`src/hdl/mrp_pkg.sv`:
```
// Shared types and constants for the MRP PDU format checker.
// Depends on nothing; the checker top level imports it.
package mrp_pkg;

    // Frame and field geometry.
    localparam int MAX_FRAME_BYTES = 2048;
    localparam int OFFSET_W        = $clog2(MAX_FRAME_BYTES);
    localparam int COUNT_W         = 13;
    localparam int REMAIN_W        = 12;
    localparam int LEAVE_ALL_SHIFT = 5;
    localparam int LEAVE_ALL_MAX   = 1;

    // Reciprocal of three for (count + 2) / 3 with count below 2^13.
    localparam int RECIP3_SHIFT = 16;
    localparam logic [14:0] RECIP3 = 15'd21846;

    // Register indexes and reset values.
    localparam logic CFG_END_MARK   = 1'b0;
    localparam logic CFG_MAX_PACKED = 1'b1;
    localparam logic [7:0] MAX_PACKED_RESET = 8'd215;

    // Parse phases.
    typedef enum logic [3:0] {
        PH_VERSION = 4'd0,
        PH_MH0     = 4'd1,
        PH_MH1     = 4'd2,
        PH_AH0     = 4'd3,
        PH_AH1     = 4'd4,
        PH_BODY    = 4'd5,
        PH_AE0     = 4'd6,
        PH_AE1     = 4'd7,
        PH_ME0     = 4'd8,
        PH_ME1     = 4'd9,
        PH_DONE    = 4'd10,
        PH_ERR     = 4'd11
    } t_phase;

    // Result status codes.
    typedef enum logic [3:0] {
        ST_OK             = 4'd0,
        ST_TYPE_ZERO      = 4'd1,
        ST_LEN_ZERO       = 4'd2,
        ST_MSG_HDR_SHORT  = 4'd3,
        ST_ATTR_HDR_SHORT = 4'd4,
        ST_LEAVEALL_RSVD  = 4'd5,
        ST_COUNT_ZERO     = 4'd6,
        ST_VALUE_SHORT    = 4'd7,
        ST_VECTOR_SHORT   = 4'd8,
        ST_PACKED_RSVD    = 4'd9
    } t_status;

endpackage

```
`src/hdl/mrp_pdu_format_checker_unit.sv`:
```
// Top level of the MRP PDU format checker: byte parser and result register.
// Depends on mrp_pkg for phases, status codes and frame constants.

// The checker takes one PDU payload word per clock, back to back, and walks
// the version byte, message headers, vector attribute headers, first values
// and packed-event bytes in a single registered pass. Each accepted word is
// decided in the cycle it arrives; the word flagged as last produces one
// result word (status and offset of the failing field) in the result
// register on the next cycle. Input stalls only while that result register
// is full and the receiver is stalling it, so apart from those stalls the
// sustained rate is one word per cycle.
module mrp_pdu_format_checker_unit
    import mrp_pkg::*;
(
    input  logic                i_clk,
    input  logic                i_rst_n,
    // Configuration writes
    input  logic                i_cfg_we,
    input  logic                i_cfg_index,
    input  logic [15:0]         i_cfg_data,
    // Input words
    input  logic                i_in_valid,
    output logic                o_in_stall,
    input  logic [7:0]          i_data_byte,
    input  logic                i_last_byte,
    // Result words
    output logic                o_out_valid,
    input  logic                i_out_stall,
    output logic [3:0]          o_status_code,
    output logic [10:0]         o_error_offset
);

    // Configuration registers
    logic [15:0]         r_end_mark;
    logic [7:0]          r_max_packed;

    // Parser state
    t_phase              r_phase,       n_phase;
    logic [OFFSET_W-1:0] r_byte_off,    n_byte_off;
    logic [OFFSET_W-1:0] r_field_start, n_field_start;
    logic [7:0]          r_attr_len,    n_attr_len;
    logic [REMAIN_W-1:0] r_remaining,   n_remaining;
    logic [REMAIN_W-1:0] r_body_cnt,    n_body_cnt;
    logic [7:0]          r_held,        n_held;
    logic                r_rsvd_seen,   n_rsvd_seen;
    t_status             r_latched,     n_latched;

    // Result register
    logic                r_out_valid;
    t_status             r_status,      n_status;
    logic [OFFSET_W-1:0] r_offset,      n_offset;

    logic                accept;
    logic [COUNT_W-1:0]  count;
    logic [COUNT_W:0]    count_rnd;
    logic [28:0]         count_prod;
    logic [REMAIN_W-1:0] vec_bytes;
    logic                end_hit;

    assign o_in_stall     = r_out_valid & i_out_stall;
    assign accept         = i_in_valid & ~o_in_stall;
    assign o_out_valid    = r_out_valid;
    assign o_status_code  = r_status;
    assign o_error_offset = r_offset;

    // Number of packed-event bytes: ceil(count / 3) by reciprocal multiply.
    assign count      = {r_held[COUNT_W-9:0], i_data_byte};
    assign count_rnd  = {1'b0, count} + (COUNT_W+1)'(2);
    assign count_prod = 29'(count_rnd) * 29'(RECIP3);
    assign vec_bytes  = count_prod[RECIP3_SHIFT +: REMAIN_W];
    assign end_hit    = ({r_held, i_data_byte} == r_end_mark);

    // Next parser state for the current word.
    always_comb begin
        logic do_msg;
        logic do_attr;
        do_msg        = 1'b0;
        do_attr       = 1'b0;
        n_phase       = r_phase;
        n_field_start = r_field_start;
        n_attr_len    = r_attr_len;
        n_remaining   = r_remaining;
        n_body_cnt    = r_body_cnt;
        n_held        = r_held;
        n_rsvd_seen   = r_rsvd_seen;
        n_latched     = r_latched;

        case (r_phase)
            PH_VERSION: begin
                n_phase = PH_MH0;
            end
            PH_MH0: begin
                n_held        = i_data_byte;
                n_field_start = r_byte_off;
                n_phase       = PH_MH1;
            end
            PH_AH0: begin
                n_held        = i_data_byte;
                n_field_start = r_byte_off;
                n_phase       = PH_AH1;
            end
            PH_AE0: begin
                n_held        = i_data_byte;
                n_field_start = r_byte_off;
                n_phase       = PH_AE1;
            end
            PH_ME0: begin
                n_held        = i_data_byte;
                n_field_start = r_byte_off;
                n_phase       = PH_ME1;
            end
            PH_MH1: begin
                do_msg = 1'b1;
            end
            PH_AH1: begin
                do_attr = 1'b1;
            end
            PH_AE1: begin
                if (end_hit) begin
                    n_phase = PH_ME0;
                end else begin
                    do_attr = 1'b1;
                end
            end
            PH_ME1: begin
                if (end_hit) begin
                    n_phase = PH_DONE;
                end else begin
                    do_msg = 1'b1;
                end
            end
            PH_BODY: begin
                // Bytes past the first value are packed events.
                if (r_body_cnt >= REMAIN_W'(r_attr_len) && i_data_byte > r_max_packed) begin
                    n_rsvd_seen = 1'b1;
                end
                n_body_cnt  = r_body_cnt + REMAIN_W'(1);
                n_remaining = r_remaining - REMAIN_W'(1);
                if (r_remaining == REMAIN_W'(1)) begin
                    if (n_rsvd_seen) begin
                        n_field_start = r_field_start + OFFSET_W'(r_attr_len);
                        n_latched     = ST_PACKED_RSVD;
                        n_phase       = PH_ERR;
                    end else begin
                        n_phase = PH_AE0;
                    end
                end
            end
            default: begin
            end
        endcase

        // Message header: attribute type, attribute length.
        if (do_msg) begin
            if (r_held == 8'd0) begin
                n_latched = ST_TYPE_ZERO;
                n_phase   = PH_ERR;
            end else if (i_data_byte == 8'd0) begin
                n_latched = ST_LEN_ZERO;
                n_phase   = PH_ERR;
            end else begin
                n_attr_len = i_data_byte;
                n_phase    = PH_AH0;
            end
        end

        // Vector attribute header: leave-all and number of values.
        if (do_attr) begin
            if ((r_held >> LEAVE_ALL_SHIFT) > 8'(LEAVE_ALL_MAX)) begin
                n_latched = ST_LEAVEALL_RSVD;
                n_phase   = PH_ERR;
            end else if (count == '0) begin
                n_latched = ST_COUNT_ZERO;
                n_phase   = PH_ERR;
            end else begin
                n_remaining   = REMAIN_W'(r_attr_len) + vec_bytes;
                n_body_cnt    = '0;
                n_rsvd_seen   = 1'b0;
                n_field_start = r_byte_off + OFFSET_W'(1);
                n_phase       = PH_BODY;
            end
        end

        n_byte_off = r_byte_off;
        if (r_byte_off < OFFSET_W'(MAX_FRAME_BYTES - 1)) begin
            n_byte_off = r_byte_off + OFFSET_W'(1);
        end
    end

    // Result for a final word, taken from the state after that word.
    always_comb begin
        n_status = ST_OK;
        n_offset = n_field_start;
        case (n_phase)
            PH_ERR:  n_status = n_latched;
            PH_MH1:  n_status = ST_MSG_HDR_SHORT;
            PH_AH1:  n_status = ST_ATTR_HDR_SHORT;
            PH_BODY: begin
                if (n_body_cnt < REMAIN_W'(n_attr_len)) begin
                    n_status = ST_VALUE_SHORT;
                end else begin
                    n_status = ST_VECTOR_SHORT;
                    n_offset = n_field_start + OFFSET_W'(n_attr_len);
                end
            end
            default: n_status = ST_OK;
        endcase
        if (n_status == ST_OK) begin
            n_offset = '0;
        end
    end

    // Configuration registers.
    always_ff @(posedge i_clk) begin
        if (!i_rst_n) begin
            r_end_mark   <= '0;
            r_max_packed <= MAX_PACKED_RESET;
        end else if (i_cfg_we) begin
            case (i_cfg_index)
                CFG_END_MARK:   r_end_mark   <= i_cfg_data;
                CFG_MAX_PACKED: r_max_packed <= i_cfg_data[7:0];
                default: begin
                end
            endcase
        end
    end

    // Parser control state; a final word returns the frame to its start.
    always_ff @(posedge i_clk) begin
        if (!i_rst_n) begin
            r_phase    <= PH_VERSION;
            r_byte_off <= '0;
            r_latched  <= ST_OK;
        end else if (accept) begin
            if (i_last_byte) begin
                r_phase    <= PH_VERSION;
                r_byte_off <= '0;
                r_latched  <= ST_OK;
            end else begin
                r_phase    <= n_phase;
                r_byte_off <= n_byte_off;
                r_latched  <= n_latched;
            end
        end
    end

    // Parser datapath.
    always_ff @(posedge i_clk) begin
        if (accept) begin
            r_field_start <= n_field_start;
            r_attr_len    <= n_attr_len;
            r_remaining   <= n_remaining;
            r_body_cnt    <= n_body_cnt;
            r_held        <= n_held;
            r_rsvd_seen   <= n_rsvd_seen;
        end
    end

    // Result register.
    always_ff @(posedge i_clk) begin
        if (!i_rst_n) begin
            r_out_valid <= 1'b0;
        end else if (accept && i_last_byte) begin
            r_out_valid <= 1'b1;
        end else if (!i_out_stall) begin
            r_out_valid <= 1'b0;
        end
    end

    always_ff @(posedge i_clk) begin
        if (accept && i_last_byte) begin
            r_status <= n_status;
            r_offset <= n_offset;
        end
    end

    // A final word always sends the parser back to the version byte.
    assert property (@(posedge i_clk) disable iff (!i_rst_n)
        accept && i_last_byte |=> r_phase == PH_VERSION && r_byte_off == '0)
        else $error("parser not cleared after final word");

    // The error phase always carries a nonzero latched code.
    assert property (@(posedge i_clk) disable iff (!i_rst_n)
        r_phase == PH_ERR |-> r_latched != ST_OK)
        else $error("error phase without latched code");

    // A good frame reports offset zero.
    assert property (@(posedge i_clk) disable iff (!i_rst_n)
        r_out_valid && r_status == ST_OK |-> r_offset == '0)
        else $error("nonzero offset on good frame");

    // The version byte phase is only seen at frame start.
    assert property (@(posedge i_clk) disable iff (!i_rst_n)
        r_phase == PH_VERSION |-> r_byte_off == '0)
        else $error("version phase away from frame start");

endmodule
```
`config.mk`:
```
export PLATFORM = sky130hd
export DESIGN_NAME = mrp_pdu_format_checker_unit
export DESIGN_NICKNAME = d
export VERILOG_FILES = /design/src/hdl/mrp_pkg.sv /design/src/hdl/mrp_pdu_format_checker_unit.sv
export SDC_FILE = /design/constraint.sdc
export NUM_CORES = 1
export LEC_CHECK = 0
export BUFFER_PORTS_ARGS = -buffer_cell sky130_fd_sc_hd__clkbuf_2
export CAP_MARGIN = 10
export CORE_MARGIN = 3
export CORE_UTILIZATION = 45
export CTS_BUF_LIST = sky130_fd_sc_hd__clkbuf_16
export CTS_CLUSTER_DIAMETER = 30
export DETAILED_ROUTE_END_ITERATION = 12
export HOLD_SLACK_MARGIN = 0.12
export PLACE_DENSITY_LB_ADDON = 0.15
export RECOVER_POWER = 100
export SLEW_MARGIN = 20
export SYNTH_ARGS = -nofsm -noshare
export SYNTH_HDL_FRONTEND = slang
export SYNTH_SLANG_ARGS = --single-unit
```
`constraint.sdc`:
```
create_clock -name i_clk -period 7.9 [get_ports i_clk]
set_input_delay 0.79 -clock i_clk [delete_from_list [all_inputs] [get_ports i_clk]]
set_output_delay 0.79 -clock i_clk [all_outputs]
set_load 0.1 [all_outputs]
```
==> impl_metrics.py, run 1 <==
metrics = {
    "job": {
        "drv_cap": 3,
    },
    "drt": {
        "ant_nets": 0,
        "vias": 9148,
        "drc": 0,
        "routed_wirelength_um": 27900,
        "via_per_inst": 5.51,
        "dr.pass1.iters": 5,
        "dr.first_iter.drc_count": 535,
        "drt-wirelength-per-cell_um": 16.8,
    },
    "synth": {
        "syn_area_um2": 11100,
        "synth_area_leader_cell": "edfxtp_1",
        "netlist_instances": 1270,
        "synth_seq_cells": 111,
        "yosysWarnings": 0,
        "syn_nets": 1496,
        "yosys-top-cells-area": "edfxtp_1, ha_1, fa_1",
        "ys_seq_area_share_pct": 26.1,
        "synth_top_area_share_pct": 18.2,
        "synth_cell_type_count": 75,
        "synthArstFlopShare_pct": 0,
        "syn_avg_cell_area_um2": 8.72,
        "yosys_most_used_dff": "edfxtp_1",
        "synth_edf_count": 67,
    },
    "worst_setup_path": {
        "crit_required_ns": 8.01,
        "r2r_end": "r_remaining[11]$_DFFE_PP_",
        "rrSetupSlack_ns": 0.59,
        "worstPathMaxFanout": 3,
        "path_delay_family": "adder cells",
        "end_kind": "flop",
        "cp_num_buf_inv": 5,
        "crit_slowest_cell": "fa_1",
        "crit_arrival_ns": 7.58,
        "slowest_delay_ns": 0.55,
        "crit_start": "i_data_byte[4]",
        "rr_startpoint": "r_held[0]$_DFFE_PP_",
        "reg2reg_depth": 30,
        "endpoint": "r_remaining[11]$_DFFE_PP_",
        "criticalPathCategory": "input port to flop",
        "cp.depth": 32,
        "startpoint_type": "input port",
    },
    "grt": {
        "grt_pass1_wl_um": 45500,
        "grt_usage_pct": 21.3,
        "grt_max_degree": 46,
        "grt_pass1_vias": 8977,
        "grt_overflow": 0,
        "antenna_found_initial": 0,
    },
    "floorplan": {
        "die_area_um2": 26500,
        "die_y_um": 163,
        "design.core.area_um2": 23800,
        "rows": 56,
        "pin_count": 48,
        "initial_core_util_pct": 46.5,
        "die_x_um": 163,
    },
    "place": {
        "io_buffer_count": 47,
        "dp_cells": 1642,
        "dp_hpwl_um": 22400,
        "routabilityCongestion": 0.874,
    },
    "sta": {
        "final-max-slew-violation-count": 88,
        "tightest_slew_ns": 2.70,
        "timing.hold.ws_ns": 0.461,
        "relSlewSlack_pct": -80.3,
        "finalHoldViolCount": 0,
        "period_needed_ns": 7.47,
        "finalClockSkew_ns": 0.0198,
        "fin_crit_sh_pct": 94.6,
        "setup_violations": 0,
        "fmax_mhz": 134,
    },
    "cells_and_area": {
        "area_delta_synth_final_pct": 10.5,
        "fin_nets": 1562,
        "layout.cells.non_filler": 1660,
        "num_antenna_cells": 0,
        "final_layout_size_suffix_gt1_share_pct": 9.55,
    },
    "outcome": {
        "violations": "capacitance limit, slew limit",
        "status": "complete, but fails checks",
    },
    "cts": {
        "cts_sinks": 111,
        "tritoncts": "done",
        "cts_buffer_depth": 2,
        "h-tree-depth": 3,
        "clkLatencyLatePin_ns": 0.36,
        "cts-root-buf": "clkbuf_16",
        "clk_pin_slew_worst_paths_ns": 0.09,
        "numCtsBuffers": 9,
    },
    "pwr": {
        "power_density_nw_per_um2": 326,
        "ir_drop_uv": 335,
        "p_leak_nw": 5.50,
    },
    "hold_path": {
        "hold_class": "flop to flop",
    },
}
==> layout by cell type (no fill, tap or decap), types with 5 or more instances in the layout <==
master	n
inv_1	146
ha_1	140
nand2_1	126
nor2_1	88
a21oi_1	77
edfxtp_1	67
o21ai_0	57
fa_1	53
buf_4	49
xnor2_1	47
xor2_1	46
dfxtp_1	44
nor3_1	30
nand3_1	29
clkbuf_2	28
clkbuf_1	24
and3_1	21
nor4_1	16
a21o_1	16
nand4_1	15
a31oi_1	14
o211ai_1	12
nand2b_1	12
a22oi_1	11
o31ai_1	10
a211oi_1	9
clkbuf_16	9
or2_2	8
nor2b_1	8
and2_1	8
o21a_1	7
o21bai_1	7
a221o_1	6
nor3b_1	5
a21boi_0	5
==> area by class of cell <==
cell class	instances	area, um2
fill	2349	11600
multi-input combinational	964	7470
sequential	111	2890
timing repair buffer	102	606
inverter	148	556
tap	319	399
clock buffer	9	225
clock inverter	7	91.3
==> state kept, by name (all words and copies together) (netlist names) <==
signal	count
o_error_offset	11
o_out_valid	1
o_status_code	4
r_attr_len	8
r_body_cnt	12
r_byte_off	11
r_end_mark	16
r_field_start	11
r_held	8
r_latched	4
r_max_packed	8
r_phase	4
r_remaining	12
r_rsvd_seen	1
==> tightest hold or removal path: stages, from the launching register on <==
cell and delay, ns:
dfxtp_1 0.32, nand2_1 0.05, a21oi_1 0.05
==> cells in the mapped netlist (all sizes together), types with 12 or more instances <==
library cell / n
o211ai: 12
fa: 53
nor4: 16
nor3: 32
nand2: 126
nand3: 29
and3: 23
dfxtp: 44
xnor2: 51
nand2b: 12
ha: 142
inv: 147
xor2: 46
a21oi: 78
a31oi: 14
o21ai: 61
a21o: 16
clkbuf: 36
nand4: 15
edfxtp: 67
nor2: 89
==> kinds of logic (layout without fill, tap and decap cells) <==
kind of cell    Yosys count  after routing  synth area share [%]
buf+inv                 195            266                  6.79
fa+ha+maj               195            195                  25.6
flops                   111            111                  26.1
xor+xnor                 97             97                  7.67
simple gates            391            391                  16.9
compound gates          276            276                  16.5
mux                       5              5                 0.463
==> how the worst min path moves through the flow <==
stage	start	to	slack [ns]	depth (start not counted)
after detailed placement	r_max_packed[5]$_SDFFE_PN0P_	r_max_packed[5]$_SDFFE_PN0P_	0.45	2
after CTS	r_max_packed[5]$_SDFFE_PN0P_	r_max_packed[5]$_SDFFE_PN0P_	0.47	2
after global placement	r_latched[0]$_SDFFE_PN0P_	r_latched[0]$_SDFFE_PN0P_	0.44	2
after floorplan	r_latched[0]$_SDFFE_PN0P_	r_latched[0]$_SDFFE_PN0P_	0.43	2
final	r_max_packed[5]$_SDFFE_PN0P_	r_max_packed[5]$_SDFFE_PN0P_	0.46	2
after global routing	r_end_mark[5]$_SDFFE_PN0P_	r_end_mark[5]$_SDFFE_PN0P_	0.49	2
==> per-layer routing <==
| layer | vias up | GRT usage, % | share of wire (%) | wire length [um] |
|---|---|---|---|---|
| met3 | 31 | 1.81 | 3.5 | 978 |
| met4 | 0 | 5.92 | 2.0 | 553 |
| met1 | 4335 | 30.3 | 48 | 13400 |
| met5 | - | 0 | 0 | 0 |
| met2 | 202 | 35.1 | 46 | 12900 |
| li1 | 4580 | - | - | - |
==> report_power, final <==
group / switching (mW) / internal, mW / leakage (nW)
combinational: 1.46 / 1.36 / 4.34
clock: 0.260 / 0.232 / 0.154
sequential: 0.0286 / 0.649 / 1.01
total: 1.75 / 2.25 / 5.50
==> timing repair <==
item | 4_1_cts | 5_1_grt
hold buffers | 0 | 0
resized for setup | 0 | 18
setup endpoints to repair | 0 | 4
buffers inserted | 0 | 2
==> through the flow <==
stage,power [mW],TNS [ns],setup WS [ns],area (um2),utilization (%)
floorplan,2.51,0,0.00495,11100,-
global route,4.43,-0.0645,-0.0419,12200,51.4
finish,4.00,0,0.430,12200,51.4
detailed placement,3.40,-0.183,-0.122,11900,50.1
CTS,3.91,0,0.256,12300,51.4
global placement,3.37,0,0.0770,11900,50.1
Note: power is estimated with default switching activity, not from simulation.
==> run 2: changes to the inputs <==
--- a/config.mk
+++ b/config.mk
@@ -5,15 +5,16 @@
 export SDC_FILE = /design/constraint.sdc
 export NUM_CORES = 1
 export LEC_CHECK = 0
+export ABC_AREA = 1
 export BUFFER_PORTS_ARGS = -buffer_cell sky130_fd_sc_hd__clkbuf_2
 export CAP_MARGIN = 10
 export CORE_MARGIN = 3
-export CORE_UTILIZATION = 45
+export CORE_UTILIZATION = 40
 export CTS_BUF_LIST = sky130_fd_sc_hd__clkbuf_16
 export CTS_CLUSTER_DIAMETER = 30
 export DETAILED_ROUTE_END_ITERATION = 12
 export HOLD_SLACK_MARGIN = 0.12
-export PLACE_DENSITY_LB_ADDON = 0.15
+export PLACE_DENSITY_LB_ADDON = 0.12
 export RECOVER_POWER = 100
 export SLEW_MARGIN = 20
 export SYNTH_ARGS = -nofsm -noshare
==> impl_metrics.py, run 2 <==
metrics = {
    "outcome": {
        "status": "complete, but fails checks",
        "violations": "capacitance limit, slew limit",
    },
    "cells_and_area": {
        "area_delta_synth_final_pct": 9.40,
        "fill_cells": 2913,
        "layout.cells.non_filler": 1989,
        "final_layout_size_suffix_gt1_share_pct": 8.63,
        "fin_nets": 1832,
        "layout_commonest_cell": "nand2_1",
        "final_cell_mix": "nand2_1, inv_1, ha_1",
        "largest_reg_flops": 16,
        "num_antenna_cells": 0,
        "largest-register": "r_end_mark",
        "reg_top3": "r_end_mark (16), r_body_cnt (12), r_remaining (12)",
    },
    "grt": {
        "grt_overflow": 0,
        "grt_pass1_wl_um": 51500,
        "grt_pass1_vias": 9858,
        "antenna_found_initial": 0,
        "grt_max_degree": 48,
        "grt_usage_pct": 20.8,
    },
    "job": {
        "drv_cap": 1,
    },
    "synth": {
        "synth_cell_type_count": 55,
        "netlist_instances": 1535,
        "yosys-top-cells-area": "edfxtp_1, ha_1, nand2_1",
        "yosys_most_used_dff": "edfxtp_1",
        "synth_seq_cells": 111,
        "synth_most_common_cell": "nand2_1",
        "syn_avg_cell_area_um2": 7.58,
        "syn_area_um2": 11600,
        "synth_top_area_share_pct": 17.3,
        "syn_nets": 1761,
        "synthArstFlopShare_pct": 0,
        "ys_seq_area_share_pct": 24.9,
        "yosys-top-cells-count": "nand2_1, inv_1, ha_1, nor2_1, a21oi_1",
        "yosysWarnings": 0,
        "synth_area_leader_cell": "edfxtp_1",
        "synth_edf_count": 67,
    },
    "floorplan": {
        "die_y_um": 177,
        "die_area_um2": 31200,
        "rows": 61,
        "pin_count": 48,
        "design.core.area_um2": 28200,
        "die_x_um": 177,
        "initial_core_util_pct": 41.2,
    },
    "drt": {
        "routed_wirelength_um": 31100,
        "dr.pass1.iters": 5,
        "vias": 9914,
        "drc": 0,
        "ant_nets": 0,
        "drt-wirelength-per-cell_um": 15.6,
        "dr.first_iter.drc_count": 678,
        "via_per_inst": 4.98,
    },
    "sta": {
        "period_needed_ns": 7.32,
        "fin_tns_setup_ns": 0,
        "fmax_mhz": 137,
        "rsz0062_at_grt": "false",
        "timing.hold.ws_ns": 0.471,
        "finalClockSkew_ns": 0.0213,
        "fin_crit_sh_pct": 92.7,
        "setup_violations": 0,
        "finalHoldViolCount": 0,
        "tightest_slew_ns": 2.89,
        "final-max-slew-violation-count": 48,
        "relSlewSlack_pct": -92.5,
    },
    "worst_setup_path": {
        "crit_arrival_ns": 7.54,
        "crit_slowest_cell": "fa_1",
        "slowest_delay_ns": 0.52,
        "worstPathMaxFanout": 7,
        "crit_required_ns": 8.12,
        "end_kind": "flop",
        "criticalPathCategory": "input port to flop",
        "startpoint_type": "input port",
        "cpMostUsedCell": "inv_1",
    },
    "cts": {
        "cts-root-buf": "clkbuf_16",
        "clk_pin_slew_worst_paths_ns": 0.08,
        "numCtsBuffers": 9,
        "h-tree-depth": 3,
        "cts_sinks": 111,
        "tritoncts": "done",
        "cts_setup_buffers": 0,
        "cts_buffer_depth": 2,
        "clkLatencyLatePin_ns": 0.38,
    },
    "pwr": {
        "ir_drop_uv": 313,
        "p_leak_nw": 6.32,
        "power_density_nw_per_um2": 308,
    },
    "place": {
        "dp_hpwl_um": 25700,
        "io_buffer_count": 47,
        "routabilityCongestion": 0.931,
        "dp_cells": 1973,
    },
    "hold_path": {
        "hold_class": "flop to flop",
    },
}
-- run 2: kinds of logic after synthesis --
kind of cell,after synthesis,share of synthesized area (%)
xor gates and xnor gates,73,5.49
DFF,111,24.9
AOI/OAI and AO/OA,236,11.5
adders and majority gates,195,24.4
muxes,2,0.172
and+or+nand+nor,601,23.2
buffers and inverters,317,10.5
-- run 2: timing repair --
action / in CTS / in global routing
endpoints found under the hold margin: 0 / 0
endpoints found under the setup margin: 0 / 5
hold buffers: 0 / 0
resized for setup: 0 / 8
-- run 2: final timing paths --
path	cells past startpoint	from	to	slack (ns)
setup / recovery	40	i_data_byte[5]	r_remaining[10]$_DFFE_PP_	0.58
hold / removal	2	r_latched[0]$_SDFFE_PN0P_	r_latched[0]$_SDFFE_PN0P_	0.47
setup reg to reg	38	r_held[0]$_DFFE_PP_	r_remaining[10]$_DFFE_PP_	1.05
hold reg to reg	2	r_latched[0]$_SDFFE_PN0P_	r_latched[0]$_SDFFE_PN0P_	0.47
-- run 2: worst max-delay path: cells and delay by family --
kind                       cells  cell delay, ns
adders and majority gates      9            3.22
buffers and inverters         13            1.25
AOI/OAI and AO/OA              8            0.97
and+or+nand+nor                8            0.93
xor gates and xnor gates       2            0.36
-- run 2: metrics by stage --
| stage | worst slack [ns] | utilization, % | area, um2 | total power, mW |
|---|---|---|---|---|
| floorplan | 0.508 | - | 11600 | 2.62 |
| global placement | 0.166 | 44.3 | 12500 | 3.39 |
| detailed placement | 0.0140 | 44.3 | 12500 | 3.39 |
| CTS | 0.401 | 45.4 | 12800 | 3.94 |
| global route | 0.0188 | 45.1 | 12700 | 4.39 |
| finish | 0.578 | 45.1 | 12700 | 3.92 |
-- run 2: cell type report --
cell class | count | area, um2 | share of cell area, %
Clock buffer | 9 | 225 | 1.77
Clock inverter | 7 | 93.8 | 0.737
Inverter | 296 | 1110 | 8.74
Multi-Input combinational cell | 1107 | 7490 | 58.8
Sequential cell | 111 | 2890 | 22.7
Tap cell | 378 | 473 | 3.72
Timing Repair Buffer | 81 | 445 | 3.50
-- run 2: layer usage --
metal  up-vias  global-route usage [%]  part of all wire [%]
met5         -                       0                     0
met4         0                    3.73                   1.0
met3        21                    2.26                   3.2
met2       172                    34.0                    45
met1      4599                    30.3                    51
li1       5122                       -                     -
-- run 2: power by group --
part | leakage, nW | switching [mW] | internal [mW]
Combinational | 5.16 | 1.63 | 1.09
Clock | 0.155 | 0.279 | 0.237
Sequential | 1.01 | 0.0296 | 0.656
